<file path="config.mk">
export PLATFORM = sky130hd
export DESIGN_NAME = sprite_dma_line_sequencer_flat
export DESIGN_NICKNAME = d
export VERILOG_FILES = /design/src/hw/rtl/sdls_pkg.sv /design/src/hw/rtl/sdls_channels.sv /design/src/hw/rtl/sdls_sprite.sv /design/src/hw/rtl/sprite_dma_line_sequencer.sv /design/src/flat_wrapper.sv
export VERILOG_INCLUDE_DIRS = /design/src /design/src/hw/rtl
export SDC_FILE = /design/constraint.sdc
export NUM_CORES = 1
export LEC_CHECK = 0
export BUFFER_PORTS_ARGS = -buffer_cell sky130_fd_sc_hd__buf_4
export CAP_MARGIN = 25
export CORE_UTILIZATION = 30
export CTS_CLUSTER_DIAMETER = 40
export DETAILED_ROUTE_END_ITERATION = 10
export GPL_TIMING_DRIVEN = 1
export HOLD_SLACK_MARGIN = 0.12
export PLACE_DENSITY = 0.56
export SYNTH_ARGS = -nofsm -noshare
export SYNTH_HDL_FRONTEND = slang
export SYNTH_SLANG_ARGS = --single-unit
</file>
<file path="constraint.sdc">
create_clock -name clk -period 4.4 [get_ports clk]
set_input_delay 0.88 -clock clk [delete_from_list [all_inputs] [get_ports clk]]
set_output_delay 0.88 -clock clk [all_outputs]
set_load 0.02 [all_outputs]
</file>
<file path="src/hw/rtl/sprite_dma_line_sequencer_macros.svh">
// Assertion helpers shared by the sequencer RTL.
`ifndef SPRITE_DMA_LINE_SEQUENCER_MACROS_SVH
`define SPRITE_DMA_LINE_SEQUENCER_MACROS_SVH

// Same-cycle implication, disabled while reset is asserted.
`define SDLS_ASSERT_IMPL(label, clk, rst_n, ante, cons, msg) \
  label: assert property (@(posedge clk) disable iff (!rst_n) (ante) |-> (cons)) \
    else $error(msg);

// Next-cycle implication, disabled while reset is asserted.
`define SDLS_ASSERT_NEXT(label, clk, rst_n, ante, cons, msg) \
  label: assert property (@(posedge clk) disable iff (!rst_n) (ante) |=> (cons)) \
    else $error(msg);

`endif

</file>
<file path="src/hw/rtl/sdls_pkg.sv">
package sdls_pkg;

  // Fixed field widths.
  localparam int LINE_W     = 8;
  localparam int MASK_W     = 8;
  localparam int PTR_W      = 6;
  localparam int SEQ_MAX    = 8;
  localparam int YPOS_W     = LINE_W * SEQ_MAX;
  localparam int PTRS_W     = PTR_W * SEQ_MAX;
  localparam int CFG_IDX_W  = 2;
  localparam int CFG_DATA_W = YPOS_W;

  // Pointer value at which a sprite finishes its data fetch.
  localparam logic [PTR_W-1:0] PTR_LAST = 6'h3f;
  // Pointer increment of an advancing sprite.
  localparam logic [PTR_W-1:0] PTR_STEP = 6'd3;

  // Configuration register indexes.
  localparam logic [CFG_IDX_W-1:0] REG_ENABLE = 2'd0;
  localparam logic [CFG_IDX_W-1:0] REG_YEXP   = 2'd1;
  localparam logic [CFG_IDX_W-1:0] REG_YPOS   = 2'd2;

  // State of one sprite sequencer.
  typedef struct packed {
    logic             active;
    logic             toggle;
    logic             step;
    logic [PTR_W-1:0] pointer;
  } seq_state_t;

endpackage

</file>
<file path="src/hw/rtl/sdls_channels.sv">
// Raster line channel.
interface sdls_in_if;
  import sdls_pkg::*;
  logic              valid;
  logic              ready;
  logic [LINE_W-1:0] raster_line_low;
  modport source (output valid, output raster_line_low, input ready);
  modport sink (input valid, input raster_line_low, output ready);
endinterface

// Result channel.
interface sdls_out_if;
  import sdls_pkg::*;
  logic              valid;
  logic              ready;
  logic [MASK_W-1:0] dma_active_mask;
  logic [MASK_W-1:0] expand_toggle_mask;
  logic [PTRS_W-1:0] sprite_pointers;
  modport source (output valid, output dma_active_mask, output expand_toggle_mask,
                  output sprite_pointers, input ready);
  modport sink (input valid, input dma_active_mask, input expand_toggle_mask,
                input sprite_pointers, output ready);
endinterface

// Configuration write channel.
interface sdls_cfg_if;
  import sdls_pkg::*;
  logic                  valid;
  logic                  ready;
  logic [CFG_IDX_W-1:0]  index;
  logic [CFG_DATA_W-1:0] data;
  modport source (output valid, output index, output data, input ready);
  modport sink (input valid, input index, input data, output ready);
endinterface

</file>
<file path="src/hw/rtl/sdls_sprite.sv">
module sdls_sprite (
  input  logic                clk,
  input  logic                rst_n,
  input  logic                upd,
  input  logic                enabled,
  input  logic                hit,
  input  logic                expanded,
  output sdls_pkg::seq_state_t seq_nxt
);
  import sdls_pkg::*;

  seq_state_t       seq_r;
  seq_state_t       start_st;
  logic [PTR_W-1:0] ptr_adv;
  logic             tog_adv;
  logic             trigger;

  // Values loaded when the sprite starts a new fetch.
  always_comb begin
    start_st.active  = 1'b1;
    start_st.pointer = '0;
    start_st.toggle  = ~expanded;
    start_st.step    = ~expanded;
  end

  assign trigger = enabled & hit;
  assign ptr_adv = seq_r.pointer + (seq_r.step ? PTR_STEP : '0);
  assign tog_adv = expanded ? ~seq_r.toggle : seq_r.toggle;

  // One line of sequencer update.
  always_comb begin
    seq_nxt = seq_r;
    if (trigger && !seq_r.active) begin
      seq_nxt = start_st;
    end else if (seq_r.active) begin
      seq_nxt.pointer = ptr_adv;
      seq_nxt.toggle  = tog_adv;
      seq_nxt.step    = tog_adv;
      if (ptr_adv == PTR_LAST) begin
        seq_nxt.active = 1'b0;
        if (trigger) begin
          seq_nxt = start_st;
        end
      end
    end
  end

  // State advances once per accepted raster line.
  always_ff @(posedge clk) begin
    if (!rst_n) begin
      seq_r <= '0;
    end else if (upd) begin
      seq_r <= seq_nxt;
    end
  end

endmodule

</file>
<file path="src/hw/rtl/sprite_dma_line_sequencer.sv">
// Channel   Port     Dir  Transaction contents
// --------  -------  ---  ------------------------------------------------
// line      in_line  in   raster_line_low
// result    out_res  out  dma_active_mask, expand_toggle_mask, sprite_pointers
// config    cfg_wr   in   index, data (register write)
//
// One raster line per cycle while the result is not stalled; its result appears in the cycle after acceptance.
// The throughput is set by the single result register, refilled every cycle unless a stalled result holds it.
// Synchronous active-low reset clears all sprite state, the configuration registers and the result valid flag;
// the result payload registers are not reset. A stalled result blocks new lines only while the result register is full.
// Configuration writes are always taken.
`include "sprite_dma_line_sequencer_macros.svh"

module sprite_dma_line_sequencer #(
  parameter int SPRITE_COUNT = 8
) (
  input  logic      clk,
  input  logic      rst_n,
  sdls_in_if.sink   in_line,
  sdls_out_if.source out_res,
  sdls_cfg_if.sink  cfg_wr
);
  import sdls_pkg::*;

  logic [MASK_W-1:0] enable_r;
  logic [MASK_W-1:0] yexp_r;
  logic [YPOS_W-1:0] ypos_r;

  logic              in_acc;
  logic              out_valid_r;
  logic [MASK_W-1:0] act_r;
  logic [MASK_W-1:0] tog_r;
  logic [PTRS_W-1:0] ptrs_r;

  logic [MASK_W-1:0] act_nxt;
  logic [MASK_W-1:0] tog_nxt;
  logic [PTRS_W-1:0] ptrs_nxt;

  // Configuration register file.
  assign cfg_wr.ready = 1'b1;

  always_ff @(posedge clk) begin
    if (!rst_n) begin
      enable_r <= '0;
      yexp_r   <= '0;
      ypos_r   <= '0;
    end else if (cfg_wr.valid) begin
      case (cfg_wr.index)
        REG_ENABLE: enable_r <= cfg_wr.data[MASK_W-1:0];
        REG_YEXP:   yexp_r   <= cfg_wr.data[MASK_W-1:0];
        REG_YPOS:   ypos_r   <= cfg_wr.data[YPOS_W-1:0];
        default: ;
      endcase
    end
  end

  // A line is taken whenever the result register is free or being drained.
  assign in_line.ready = !out_valid_r || out_res.ready;
  assign in_acc        = in_line.valid && in_line.ready;

  // Per-sprite sequencers; sprites beyond the count read as zero.
  for (genvar i = 0; i < SEQ_MAX; i++) begin : g_spr
    if (i < SPRITE_COUNT) begin : g_on
      seq_state_t st_nxt;

      sdls_sprite u_spr (
        .clk      (clk),
        .rst_n    (rst_n),
        .upd      (in_acc),
        .enabled  (enable_r[i]),
        .hit      (ypos_r[LINE_W*i +: LINE_W] == in_line.raster_line_low),
        .expanded (yexp_r[i]),
        .seq_nxt  (st_nxt)
      );

      assign act_nxt[i]                = st_nxt.active;
      assign tog_nxt[i]                = st_nxt.toggle;
      assign ptrs_nxt[PTR_W*i +: PTR_W] = st_nxt.pointer;
    end else begin : g_off
      assign act_nxt[i]                = 1'b0;
      assign tog_nxt[i]                = 1'b0;
      assign ptrs_nxt[PTR_W*i +: PTR_W] = '0;
    end
  end

  // Result register: valid is control state, payload loads on acceptance.
  always_ff @(posedge clk) begin
    if (!rst_n) begin
      out_valid_r <= 1'b0;
    end else if (in_acc) begin
      out_valid_r <= 1'b1;
    end else if (out_res.ready) begin
      out_valid_r <= 1'b0;
    end
  end

  always_ff @(posedge clk) begin
    if (in_acc) begin
      act_r  <= act_nxt;
      tog_r  <= tog_nxt;
      ptrs_r <= ptrs_nxt;
    end
  end

  assign out_res.valid              = out_valid_r;
  assign out_res.dma_active_mask    = act_r;
  assign out_res.expand_toggle_mask = tog_r;
  assign out_res.sprite_pointers    = ptrs_r;

  // Every accepted line yields a result in the next cycle.
  `SDLS_ASSERT_NEXT(a_line_gives_result, clk, rst_n, in_acc, out_valid_r, "line lost")

  // Sprites beyond the count never report anything.
  `SDLS_ASSERT_IMPL(a_unused_quiet, clk, rst_n, out_valid_r, ((act_r >> SPRITE_COUNT) == '0) && ((tog_r >> SPRITE_COUNT) == '0), "unused sprite reported")

  // An idle sprite sits either at its reset pointer or at the end pointer.
  for (genvar j = 0; j < SEQ_MAX; j++) begin : g_chk
    `SDLS_ASSERT_IMPL(a_idle_ptr, clk, rst_n, out_valid_r && !act_r[j], (ptrs_r[PTR_W*j +: PTR_W] == '0) || (ptrs_r[PTR_W*j +: PTR_W] == PTR_LAST), "idle sprite pointer")
  end

endmodule
</file>
<file path="src/flat_wrapper.sv">
// flat-port wrapper written by rule: the top's interface ports become plain ports
module sprite_dma_line_sequencer_flat import sdls_pkg::*;
#(
  parameter int SPRITE_COUNT = 8
)
  (clk, rst_n, in_line_valid, in_line_raster_line_low, in_line_ready, out_res_valid, out_res_dma_active_mask, out_res_expand_toggle_mask, out_res_sprite_pointers, out_res_ready, cfg_wr_valid, cfg_wr_index, cfg_wr_data, cfg_wr_ready);
  sdls_in_if in_line_i ();
  sdls_out_if out_res_i ();
  sdls_cfg_if cfg_wr_i ();
  input  logic clk;
  input  logic rst_n;
  input wire logic [$bits(in_line_i.valid)-1:0] in_line_valid;
  input wire logic [$bits(in_line_i.raster_line_low)-1:0] in_line_raster_line_low;
  output wire logic [$bits(in_line_i.ready)-1:0] in_line_ready;
  output wire logic [$bits(out_res_i.valid)-1:0] out_res_valid;
  output wire logic [$bits(out_res_i.dma_active_mask)-1:0] out_res_dma_active_mask;
  output wire logic [$bits(out_res_i.expand_toggle_mask)-1:0] out_res_expand_toggle_mask;
  output wire logic [$bits(out_res_i.sprite_pointers)-1:0] out_res_sprite_pointers;
  input wire logic [$bits(out_res_i.ready)-1:0] out_res_ready;
  input wire logic [$bits(cfg_wr_i.valid)-1:0] cfg_wr_valid;
  input wire logic [$bits(cfg_wr_i.index)-1:0] cfg_wr_index;
  input wire logic [$bits(cfg_wr_i.data)-1:0] cfg_wr_data;
  output wire logic [$bits(cfg_wr_i.ready)-1:0] cfg_wr_ready;
  assign in_line_i.valid = in_line_valid;
  assign in_line_i.raster_line_low = in_line_raster_line_low;
  assign in_line_ready = in_line_i.ready;
  assign out_res_valid = out_res_i.valid;
  assign out_res_dma_active_mask = out_res_i.dma_active_mask;
  assign out_res_expand_toggle_mask = out_res_i.expand_toggle_mask;
  assign out_res_sprite_pointers = out_res_i.sprite_pointers;
  assign out_res_i.ready = out_res_ready;
  assign cfg_wr_i.valid = cfg_wr_valid;
  assign cfg_wr_i.index = cfg_wr_index;
  assign cfg_wr_i.data = cfg_wr_data;
  assign cfg_wr_ready = cfg_wr_i.ready;
  sprite_dma_line_sequencer #(.SPRITE_COUNT(SPRITE_COUNT)) u_core (.clk(clk), .rst_n(rst_n), .in_line(in_line_i), .out_res(out_res_i), .cfg_wr(cfg_wr_i));
endmodule
</file>
# Yosys cells after proc, flatten, opt, wreduce, memory -nomap -nowiden
# Index checks and enable logic that the tools add are counted.
op_classes:
  n_addsub: 8
  n_mul: 0
  n_div: 0
  order_cmp: 0
  n_eq_ne: 18
  shifts: 0
  n_mux: 50
  bitwise: 24
  reduce_logical: 40
ops:
  columns: ["operator", "count"]
  rows:
  - ["two-way mux 9 bit", 32]
  - ["== test 8 bit", 8]
  - ["adder 6 x 2 -> 6 bit", 8]
  - ["== test 6 bit, second input constant", 8]
  - ["AND reduction 2 bit", 11]
  - ["nonzero test 2 bit", 9]
  - ["two-way mux 2 bit", 8]
  - ["NOT 1 bit", 16]
  - ["two-way mux 1 bit", 10]
  - ["logical AND 1 bit", 9]
  - ["logical NOT 1 bit", 9]
  - ["bitwise AND 1 bit", 8]
  - ["== test 2 x 1 -> 1 bit, second input constant", 1]
  - ["== test 2 bit, second input constant", 1]
  - ["logical NOT 2 bit", 1]
  - ["logical OR 1 bit", 1]
totals:
  regBits: 217
  latchBits: 0
  ramBits: 0
  mem_bits_ro: 0
  in_bits: 79
  out_inout_bits: 67
  elab_cells: 179
  n_memories: 0

# Longest topological paths before layout
# Gate-level depths: netlist of the first run.
depth:
  depth_word: 6
  mapped_depth: 10
  mapped_depth_nobuf: 9

# By module
# Synthesis of the first run repeated with hierarchy kept, for this count alone.
unflattened:
  hier_cells: 1404
  area_unflattened_um2: 13471.7
by_module_without_submodules:
  columns: ["mod", "instances", "cells_per_inst", "area_each_um2", "seq_area_each_um2"]
  rows:
  - ["sdls_sprite", 8, 113, 934.6, 180.2]
  - ["sprite_dma_line_sequencer", 1, 500, 5994.5, 3543.4]

# Worst setup path after synthesis of the first run
# No wires, ideal clock.
synth_timing:
  path_type: "input-to-reg"
  startpoint: "in out_res_ready"
  endpoint: "reg u_core.g_spr[3].g_on.u_spr.seq_r[7] (netlist name)"
  setup_time_ps: 76
  t_arrival_ps: 3787
  path_slack_ps: 537
  cell_stages: 6
  n_path_buf: 1
  cell_sequence: "nand2b_1 > nand2_1 > clkinv_1 > clkbuf_1 > nand4_1 > a31oi_1"
synth_between:
  elab_chain_cells: 2
synth_lines:
  columns: ["element", "line_no", "text"]
  rows:
  - ["from (decl)", "flat_wrapper.sv:19", "input wire logic [$bits(out_res_i.ready)-1:0] out_res_ready;"]
  - ["logical OR 1 bit", "sprite_dma_line_sequencer.sv:58", "assign in_line.ready = !out_valid_r || out_res.ready;"]
  - ["logical AND 1 bit", "sprite_dma_line_sequencer.sv:59", "assign in_acc = in_line.valid && in_line.ready;"]
  - ["net u_core.g_spr[0].g_on.u_spr.upd", "sdls_sprite.sv:4", "input logic upd,"]
  - ["to (signal assigned)", "sdls_sprite.sv:53", "seq_r <= seq_nxt;"]
  - ["to (decl)", "sdls_sprite.sv:12", "seq_state_t seq_r;"]
# The timed path passes the listed nets, and every way through them passes these cells.
# A chain may end at the register's enable or synchronous reset.

==> results_dict.tcl, run 1 <==
set metrics [dict create \
    cellPowerDensity_nw_per_um2 416 \
    globalplace.congestion 0.826 \
    cell_internal_pwr_uw 4260 \
    antenna_found_initial 0 \
    clkPwrFrac_pct 53.8 \
    cts_buffer_depth 3 \
    clock-sinks 217 \
    critPathMaxFanout 14 \
    routed_wl_mm 29.3 \
    max-slew-margin-rel_pct 28.9 \
    drt_pass1_iterations 5 \
    finalNonFillerCells 1824 \
    grt_max_degree 77 \
    ys_ff_latch 217 \
    io_pins 146 \
    cts_tree "built" \
    die_x_um 191 \
    cts_buffers 39 \
    synth-edff-count 64 \
    rsz0062_at_grt "false" \
    htree_levels 2 \
    synth_fp_nets 1306 \
    yosysSeqAreaShare_pct 46.4 \
    grt_pass1_vias 8651 \
    drc 0 \
    synth_largest_area_cell "dfxtp_1" \
    cts_resized 0 \
    peakVddDrop_v 0.000204 \
    grt_overflow_total 0 \
    period_minus_slack_ps 3040 \
    layout.nets 1442 \
    drtIter0Drc 648 \
    finalHoldViolations 0 \
    status "completed" \
    num_vias 9199 \
    rows 68 \
    synth_top_area_share_pct 28.5 \
    synthToLayoutAreaGrowth_pct 26.3 \
    fp.dieH_um 191 \
    core_um2 34900 \
    path_class "reg -> reg" \
    fin_crit_sh_pct 69.1 \
    power_uw 5640 \
    tightest_slew_ps 1070 \
    synth-simple-area-share_pct 18.5 \
    cts_setup_buffers 0 \
    finClkSkew_ps 18.2 \
    grt_use_total_pct 16.0 \
    worstPathArrival_ps 3410 \
    io_buffers 144 \
    place_hpwl_mm 21.0 \
    hp-class "reg -> reg" \
    power_switching_share_pct 24.5 \
    antennaDiodeCount 0 \
    grt_pass1_wl_mm 46.4 \
    required_ps 4770 \
    routed_via_density 5.04 \
    synthArstFlopShare_pct 0 \
    wl_per_cell_um 16.1 \
    startpoint_type "flip-flop" \
    hold_buffers 0 \
    start_util_pct 30.8 \
    timing.final.max_slew_violations 0 \
    die_area_um2 36500 \
    yosys-top-cells-area "dfxtp_1 29%, edfxtp_1 18%, nand2_1 7.5%" \
    regArea_um2 4980 \
    synth_flop_cell "dfxtp_1" \
    p_comb_share_pct 7.8 \
    antenna_left 0 \
    fmax_mhz 329 \
    synth_fa_ha_area_share_pct 3.36 \
    multi_input_area_um2 5310 \
    fill_cells 3477 \
    p_leak_uw 0.00500 \
    synth.distinct_cells 69 \
    max-cap-violations 0 \
    synth_compound_area_share_pct 19.8 \
    placed_cells 1753 \
    end_kind "flip-flop" \
    clock_latency_ps 520 \
    cts.reportedPaths.clkPinSlew_ps 60 \
    p_switching_uw 1380 \
    setup_violations 0 \
    synth.area.mux_share_pct 1.77 \
    synth_area_per_cell_um2 8.92 \
    yosysWarnings 0 \
    synth_top_family_by_area "compound AO/OA/AOI/OAI gates" \
    r2r_slack_ps 1360 \
    utilization_pct 38.9 \
    syn_area_um2 10700 \
    critPathLaunch "u_core.g_spr[4].g_on.u_spr.seq_r[6]" \
    drive_gt1_share_pct 18.7 \
    syn_inst 1203 \
    worstHoldStart "u_core.ypos_r[20]" \
    tns_ps 0 \
    timing.rr.start "u_core.g_spr[4].g_on.u_spr.seq_r[6]" \
    synth-xor-area-share_pct 5.96 \
    seq_power_share_pct 38.4 \
    clockRootBuffer "clkbuf_16" \
]
flip-flops by register name (all words and copies together), names as in the netlist:
name                               count
u_core.ypos_r                         64
u_core.out_res.sprite_pointers        48
u_core.out_res.expand_toggle_mask      8
u_core.out_res.dma_active_mask         8
u_core.g_spr.g_on.u_spr.seq_r         72
u_core.out_res.valid                   1
u_core.enable_r                        8
u_core.yexp_r                          8
area by class of cell:
cell class                      instances  area share [%]
Multi-Input combinational cell        872            39.2
Clock buffer                           47            8.03
Clock inverter                         24            1.86
Sequential cell                       217            36.8
Tap cell                              455            4.20
Timing Repair Buffer                  152            8.41
Inverter                               57            1.59
through the flow:
stage	instance area [um^2]	hold slack (ps)	setup WS [ps]
3_3_place_gp	12200	456	1410
4_1_cts	13600	466	1450
3_5_place_dp	12200	459	1410
6_report	13600	463	1360
5_1_grt	13600	481	1210
2_1_floorplan	10700	449	537
power groups by stage:
stage / Clock [uW] / Sequential [uW] / Combinational, uW
2_1_floorplan: 0 / 2230 / 229
3_3_place_gp: 0 / 2210 / 442
3_5_place_dp: 0 / 2210 / 445
4_1_cts: 3100 / 2170 / 446
5_1_grt: 3190 / 2170 / 484
6_report: 3030 / 2170 / 441
cell families after synthesis:
logic type      count (synthesis)
compound gates                330
xor+xnor                       73
fa+ha+maj                      24
buf+inv                       114
flops                         217
mux                            19
other cells                     1
simple gates                  425
worst paths after layout:
path	depth (start not counted)	endpoint
worst max-delay path	9	u_core.out_res.sprite_pointers[28]
worst min register to register	2	u_core.ypos_r[20]
worst min-delay path	2	u_core.ypos_r[20]
worst max register to register	9	u_core.out_res.sprite_pointers[28]
placed cells by master, fill, tap and decap left out, types with 21 or more instances in the layout:
cell type,synthesis,final
xnor2_1,71,71
edfxtp_1,64,64
a22o_1,21,21
nand4_1,21,21
buf_4,2,152
a21oi_1,121,121
nor2_1,55,54
nand3_1,29,29
inv_1,55,54
clkbuf_16,0,41
o21ai_0,69,69
nand2_1,214,214
dfxtp_1,153,153
worst max-delay path, cell delays in order, from the launching register on:
cell and delay (ps):
dfxtp_1 380, ha_1 190, inv_1 70, fa_1 520
xnor2_1 180, and4_1 210, a21boi_0 160, a21oi_1 860
a21oi_1 150, o2bb2ai_1 180
layer usage:
| metal | GRT usage [%] | share of wire (%) |
|---|---|---|
| met1 | 23.1 | 49 |
| met2 | 23.5 | 42 |
| met3 | 3.38 | 6.3 |
| met4 | 4.95 | 2.0 |
| met5 | 0 | 0 |
cell usage after synthesis (11+ instances only):
cell / instances
inv_1: 55
xnor2_1: 71
clkbuf_1: 36
nor3_1: 17
nand2_1: 214
mux2i_1: 19
a31oi_1: 15
or3_1: 19
ha_1: 16
o21ai_0: 69
nand3b_1: 13
a21o_1: 11
edfxtp_1: 64
dfxtp_1: 153
a21oi_1: 121
a22o_1: 21
nand3_1: 29
buf_2: 15
or2_2: 15
nand4_1: 21
nor2_1: 55
No activity file was read; power rests on OpenSTA's default activity.
==> run 2, diff against run 1 <==
--- a/config.mk
+++ b/config.mk
@@ -13,7 +13,7 @@
 export DETAILED_ROUTE_END_ITERATION = 10
 export GPL_TIMING_DRIVEN = 1
 export HOLD_SLACK_MARGIN = 0.12
-export PLACE_DENSITY = 0.56
+export PLACE_DENSITY = 0.58
 export SYNTH_ARGS = -nofsm -noshare
 export SYNTH_HDL_FRONTEND = slang
 export SYNTH_SLANG_ARGS = --single-unit
==> constraint.sdc (replaced) <==
create_clock -name clk -period 2.63 [get_ports clk]
set_input_delay 0.526 -clock clk [delete_from_list [all_inputs] [get_ports clk]]
set_output_delay 0.526 -clock clk [all_outputs]
set_load 0.02 [all_outputs]
==> run 2 against run 1 <==
Effect of this change: register-to-register slack worse by 1300 ps; sequential power is 67% higher; clock power grew 74%; hold slack worse by 220 ps; non-clock buffer count grew 46; clock skew rose by 3.0 ps; critical path depth stayed put; combinational power is 81% higher; largest cell class unchanged.
==> results_dict.tcl, run 2 (synthesis results as in run 1) <==
set metrics [dict create \
    place_hpwl_mm 20.8 \
    drc 0 \
    layout.nets 1489 \
    grt_pass1_wl_mm 48.2 \
    clockRootBuffer "clkbuf_16" \
    end_kind "flip-flop" \
    routed_via_density 4.98 \
    finalHoldViolations 0 \
    worstPathArrival_ps 2920 \
    cts.reportedPaths.clkPinSlew_ps 50 \
    max-slew-margin-rel_pct 51.6 \
    p_leak_uw 0.00534 \
    num_vias 9341 \
    wl_per_cell_um 16.0 \
    htree_levels 2 \
    antenna_left 0 \
    finClkSkew_ps 21.2 \
    placed_cells 1797 \
    cellPowerDensity_nw_per_um2 685 \
    timing.final.max_slew_violations 0 \
    power_uw 9680 \
    die_x_um 191 \
    grt_overflow_total 0 \
    path_class "reg -> reg" \
    tightest_slew_ps 727 \
    utilization_pct 40.6 \
    clock_latency_ps 520 \
    fp.dieH_um 191 \
    status "completed" \
    core_um2 34900 \
    start_util_pct 30.8 \
    routed_wl_mm 30.1 \
    io_pins 146 \
    final_cell_mix "213 x nand2_1, 194 x buf_4, 149 x dfxtp_1, 118 x a21oi_1, 70 x xnor2_1" \
    synthToLayoutAreaGrowth_pct 31.8 \
    layout_commonest_cell "nand2_1" \
    largest_reg_flops 72 \
    cts_buffer_depth 3 \
    clock-sinks 217 \
    drtIter0Drc 684 \
    required_ps 3030 \
    fill_cells 3494 \
    startpoint_type "flip-flop" \
    critPathMaxFanout 6 \
    rows 68 \
    io_buffers 144 \
    fmax_mhz 396 \
    drt_pass1_iterations 5 \
    rsz0062_at_grt "true" \
    fin_crit_sh_pct 96.0 \
    cts_buffers 40 \
    cts_tree "built" \
    finalNonFillerCells 1875 \
    die_area_um2 36500 \
    drive_gt1_share_pct 22.6 \
    peakVddDrop_v 0.000444 \
    hold_buffers 0 \
    grt_pass1_vias 9072 \
    hp-class "in -> reg" \
    antenna_found_initial 0 \
    hold_slack_ps 246 \
    top_register "u_core.g_spr.g_on.u_spr.seq_r" \
    period_minus_slack_ps 2530 \
    setup_violations 0 \
    max-cap-violations 0 \
    globalplace.congestion 0.861 \
    grt_max_degree 94 \
    grt_use_total_pct 16.6 \
]
## run 2: cell types whose count changed in the layout (fill, tap and decap cells not counted), moves of 4 or more
cell	delta
buf_4	+42
buf_12	+4
clkbuf_1	+4
dfxtp_1	-4
dfxtp_2	+4
## run 2: cell type report
type                            instances  area, um^2  share of cell area (%)
Multi-Input combinational cell        872        5440                    38.4
Sequential cell                       217        4990                    35.3
Timing Repair Buffer                  198        1540                    10.9
Clock buffer                           53        1150                    8.15
Tap cell                              455         569                    4.02
Clock inverter                         21         240                    1.70
Inverter                               57         216                    1.53
Antenna cell                            2        5.00                  0.0354
## run 2: worst paths after layout
kind	startpoint	cells after the start	slack, ps	end
max	u_core.g_spr[5].g_on.u_spr.seq_r[6]	9	100	u_core.g_spr[5].g_on.u_spr.seq_r[2]
min	cfg_wr_data[24]	3	250	u_core.ypos_r[24]
max reg2reg	u_core.g_spr[5].g_on.u_spr.seq_r[6]	9	100	u_core.g_spr[5].g_on.u_spr.seq_r[2]
min reg2reg	u_core.ypos_r[61]	2	460	u_core.ypos_r[61]
## run 2: report_power, final
group / total [uW] / switching (uW) / internal (uW) / leakage, uW
logic: 797 / 468 / 329 / 0.00276
registers: 3630 / 69.3 / 3560 / 0.00189
clock network: 5260 / 1770 / 3490 / 0.000686
## run 2: critical path: stages, from the launching register on
cell and delay, ps:
dfxtp_2 330, ha_2 170, inv_1 50, fa_1 430
or2_4 250, a221o_2 460, o31a_4 320, buf_4 150
a31oi_1 160, o22ai_1 90
## run 2: through the flow
stage / TNS (ps) / instance area (um^2) / worst slack, ps
after floorplan: 0 / 10700 / 47.1
after global placement: 0 / 12600 / 58.2
after detailed placement: 0 / 12600 / 2.83
after CTS: 0 / 14000 / 1.35
after global routing: -51.8 / 14100 / -26.3
final: 0 / 14100 / 105
## run 2: per-layer routing
layer	up-vias	routed length (um)	track usage, %
met3	39	2160	4.46
met5	-	0	0
li1	4668	-	-
met4	0	611	4.67
met1	4372	13800	22.1
met2	262	13600	26.2
## run 2: timing repair
action,CTS,global route
resized for setup,2,24
setup buffers,0,2
pin swaps,0,6
setup endpoints to repair,2,50
==> run 3, diff against run 2 <==
--- a/config.mk
+++ b/config.mk
@@ -8,12 +8,13 @@
 export LEC_CHECK = 0
 export BUFFER_PORTS_ARGS = -buffer_cell sky130_fd_sc_hd__buf_4
 export CAP_MARGIN = 25
-export CORE_UTILIZATION = 30
+export CORE_UTILIZATION = 49
 export CTS_CLUSTER_DIAMETER = 40
 export DETAILED_ROUTE_END_ITERATION = 10
 export GPL_TIMING_DRIVEN = 1
 export HOLD_SLACK_MARGIN = 0.12
-export PLACE_DENSITY = 0.58
+export MAX_ROUTING_LAYER = met4
+export PLACE_DENSITY = 0.81
 export SYNTH_ARGS = -nofsm -noshare
 export SYNTH_HDL_FRONTEND = slang
 export SYNTH_SLANG_ARGS = --single-unit
==> run 3 against run 2 <==
Effect of this change: setup slack worse by 61 ps; wire length fell by 9.8%; global-route usage grew 8.0 points; clock power shrank 20%; flip-flop and latch count unchanged; first-iteration DRC count shrank 3.5%; maximum frequency decreased by 2.4%; via count up 1.8%; sequential share of layout area up 1.4 points; critical path depth increased by 1; die area is 38% lower; critical path type unchanged.
==> results_dict.tcl, run 3 (synthesis results as in run 1) <==
set metrics [dict create \
    placed_cells 1621 \
    r2r_end "u_core.out_res.sprite_pointers[44]" \
    met3WireLength_mm 1.74 \
    hp-class "in -> reg" \
    worstPathArrival_ps 2870 \
    cts.reportedPaths.clkPinSlew_ps 50 \
    htree_levels 1 \
    cts_buffer_depth 3 \
    finClkSkew_ps 17.1 \
    period_minus_slack_ps 2590 \
    clock-sinks 217 \
    layout.nets 1489 \
    start_util_pct 50.6 \
    peakVddDrop_v 0.000514 \
    rsz0062_at_grt "true" \
    startpoint_type "flip-flop" \
    io_pins 146 \
    globalplace.congestion 0.932 \
    holdPathEnd "u_core.ypos_r[21]" \
    min_path_cells 3 \
    path_class "reg -> reg" \
    placed_area_um2 12400 \
    grt_overflow_total 0 \
    core_um2 21200 \
    dpl_worst_slack_ps 3.88 \
    antennaDiodeCount 0 \
    clock_latency_ps 550 \
    worstHoldStart "cfg_wr_data[21]" \
    clockRootBuffer "clkbuf_16" \
    wl_met2_mm 12.6 \
    grt_pass1_vias 8781 \
    p_leak_uw 0.00520 \
    r2r_slack_ps 40 \
    status "completed" \
    place_hpwl_mm 19.0 \
    die_area_um2 22500 \
    max-slew-margin-rel_pct 57.4 \
    wirelength_met1_mm 12.2 \
    finalNonFillerCells 1684 \
    final_cell_mix "213 x nand2_1, 203 x buf_4, 149 x dfxtp_1, 117 x a21oi_1, 71 x xnor2_1" \
    critPathMaxFanout 7 \
    max-cap-violations 0 \
    hold_slack_ps 223 \
    fin_crit_sh_pct 98.3 \
    highest_layer "met4" \
    grt_use_total_pct 24.6 \
    drt_pass1_iterations 6 \
    top_register "u_core.g_spr.g_on.u_spr.seq_r" \
    fp.dieH_um 150 \
    routed_via_density 5.65 \
    utilization_pct 64.2 \
    timing.rr.start "u_core.g_spr[7].g_on.u_spr.seq_r[6]" \
    grt_max_degree 77 \
    hold_buffers 0 \
    setup_violations 0 \
    cts_buffers 31 \
    cts_tree "built" \
    antenna_left 0 \
    fmax_mhz 387 \
    synthToLayoutAreaGrowth_pct 27.0 \
    largest_reg_flops 72 \
    timing.final.max_slew_violations 0 \
    num_vias 9507 \
    drive_gt1_share_pct 22.6 \
    required_ps 2920 \
    die_x_um 150 \
    finalHoldViolations 0 \
    io_buffers 144 \
    antenna_found_initial 0 \
    routed_wl_mm 27.1 \
    worst_r2r_path_depth 10 \
    design_area_um2 13600 \
    drc 0 \
    tightest_slew_ps 638 \
    wl_per_cell_um 16.1 \
    drtIter0Drc 660 \
    end_kind "flip-flop" \
    cellPowerDensity_nw_per_um2 631 \
    fin_ws_ps 43.9 \
    rows 53 \
    layout_commonest_cell "nand2_1" \
    grt_pass1_wl_mm 43.2 \
]
run 3: cell types whose count changed in the layout (fill, tap and decap cells not counted), sizes merged:
cell	before	now
clkbuf	53	39
buf	198	207
clkinv	14	6
inv	59	62
diode	2	0
clkinvlp	1	2
run 3: how the worst max path moves through the flow:
stage / startpoint / to / slack (ps) / depth (start not counted)
after detailed placement: u_core.g_spr[3].g_on.u_spr.seq_r[0] / u_core.out_res.sprite_pointers[23] / 4 / 9
after global placement: u_core.g_spr[4].g_on.u_spr.seq_r[0] / u_core.out_res.sprite_pointers[28] / 60 / 10
after global routing: u_core.g_spr[7].g_on.u_spr.seq_r[6] / u_core.out_res.sprite_pointers[44] / -40 / 10
final: u_core.g_spr[7].g_on.u_spr.seq_r[6] / u_core.out_res.sprite_pointers[44] / 40 / 10
after CTS: u_core.g_spr[4].g_on.u_spr.seq_r[0] / u_core.out_res.sprite_pointers[28] / 9 / 10
after floorplan: u_core.g_spr[5].g_on.u_spr.seq_r[6] / u_core.out_res.sprite_pointers[32] / 50 / 8
run 3: layout make-up:
cell class,count,area [um^2]
well taps,275,344
inverters,57,215
repair buffers,207,1590
clock inverters,17,213
fillers,1723,7590
multi-input cells,872,5430
clock buffers,39,846
flip-flops and latches,217,4990
run 3: metal layers:
layer	up-vias	global-route usage [%]
met5	-	-
met3	52	3.69
met2	347	38.4
met4	0	6.97
li1	4654	-
met1	4454	33.2
run 3: power breakdown:
| part | switching, uW | leakage (uW) | internal [uW] |
|---|---|---|---|
| logic | 460 | 0.00279 | 328 |
| clock network | 1530 | 0.000517 | 2670 |
| registers | 70.0 | 0.00189 | 3550 |
run 3: metrics by stage:
stage | TNS (ps) | power [uW]
floorplan | 0 | 4120
global placement | 0 | 4440
detailed placement | 0 | 4460
CTS | 0 | 8650
global route | -139 | 8860
finish | 0 | 8600
run 3: repair_timing:
item	4_1_cts	5_1_grt
pin swaps	0	10
gates resized for setup	1	37
endpoints found under the setup margin	3	43
buffers inserted	2	5
run 3: worst max-delay path: stages (launching register included):
cell,delay [ps]
dfxtp_2,360
ha_4,150
inv_2,40
fa_1,470
and4b_1,300
nand4_1,110
o41ai_2,400
buf_4,230
nor2_2,50
o21ai_1,130
o31ai_1,80
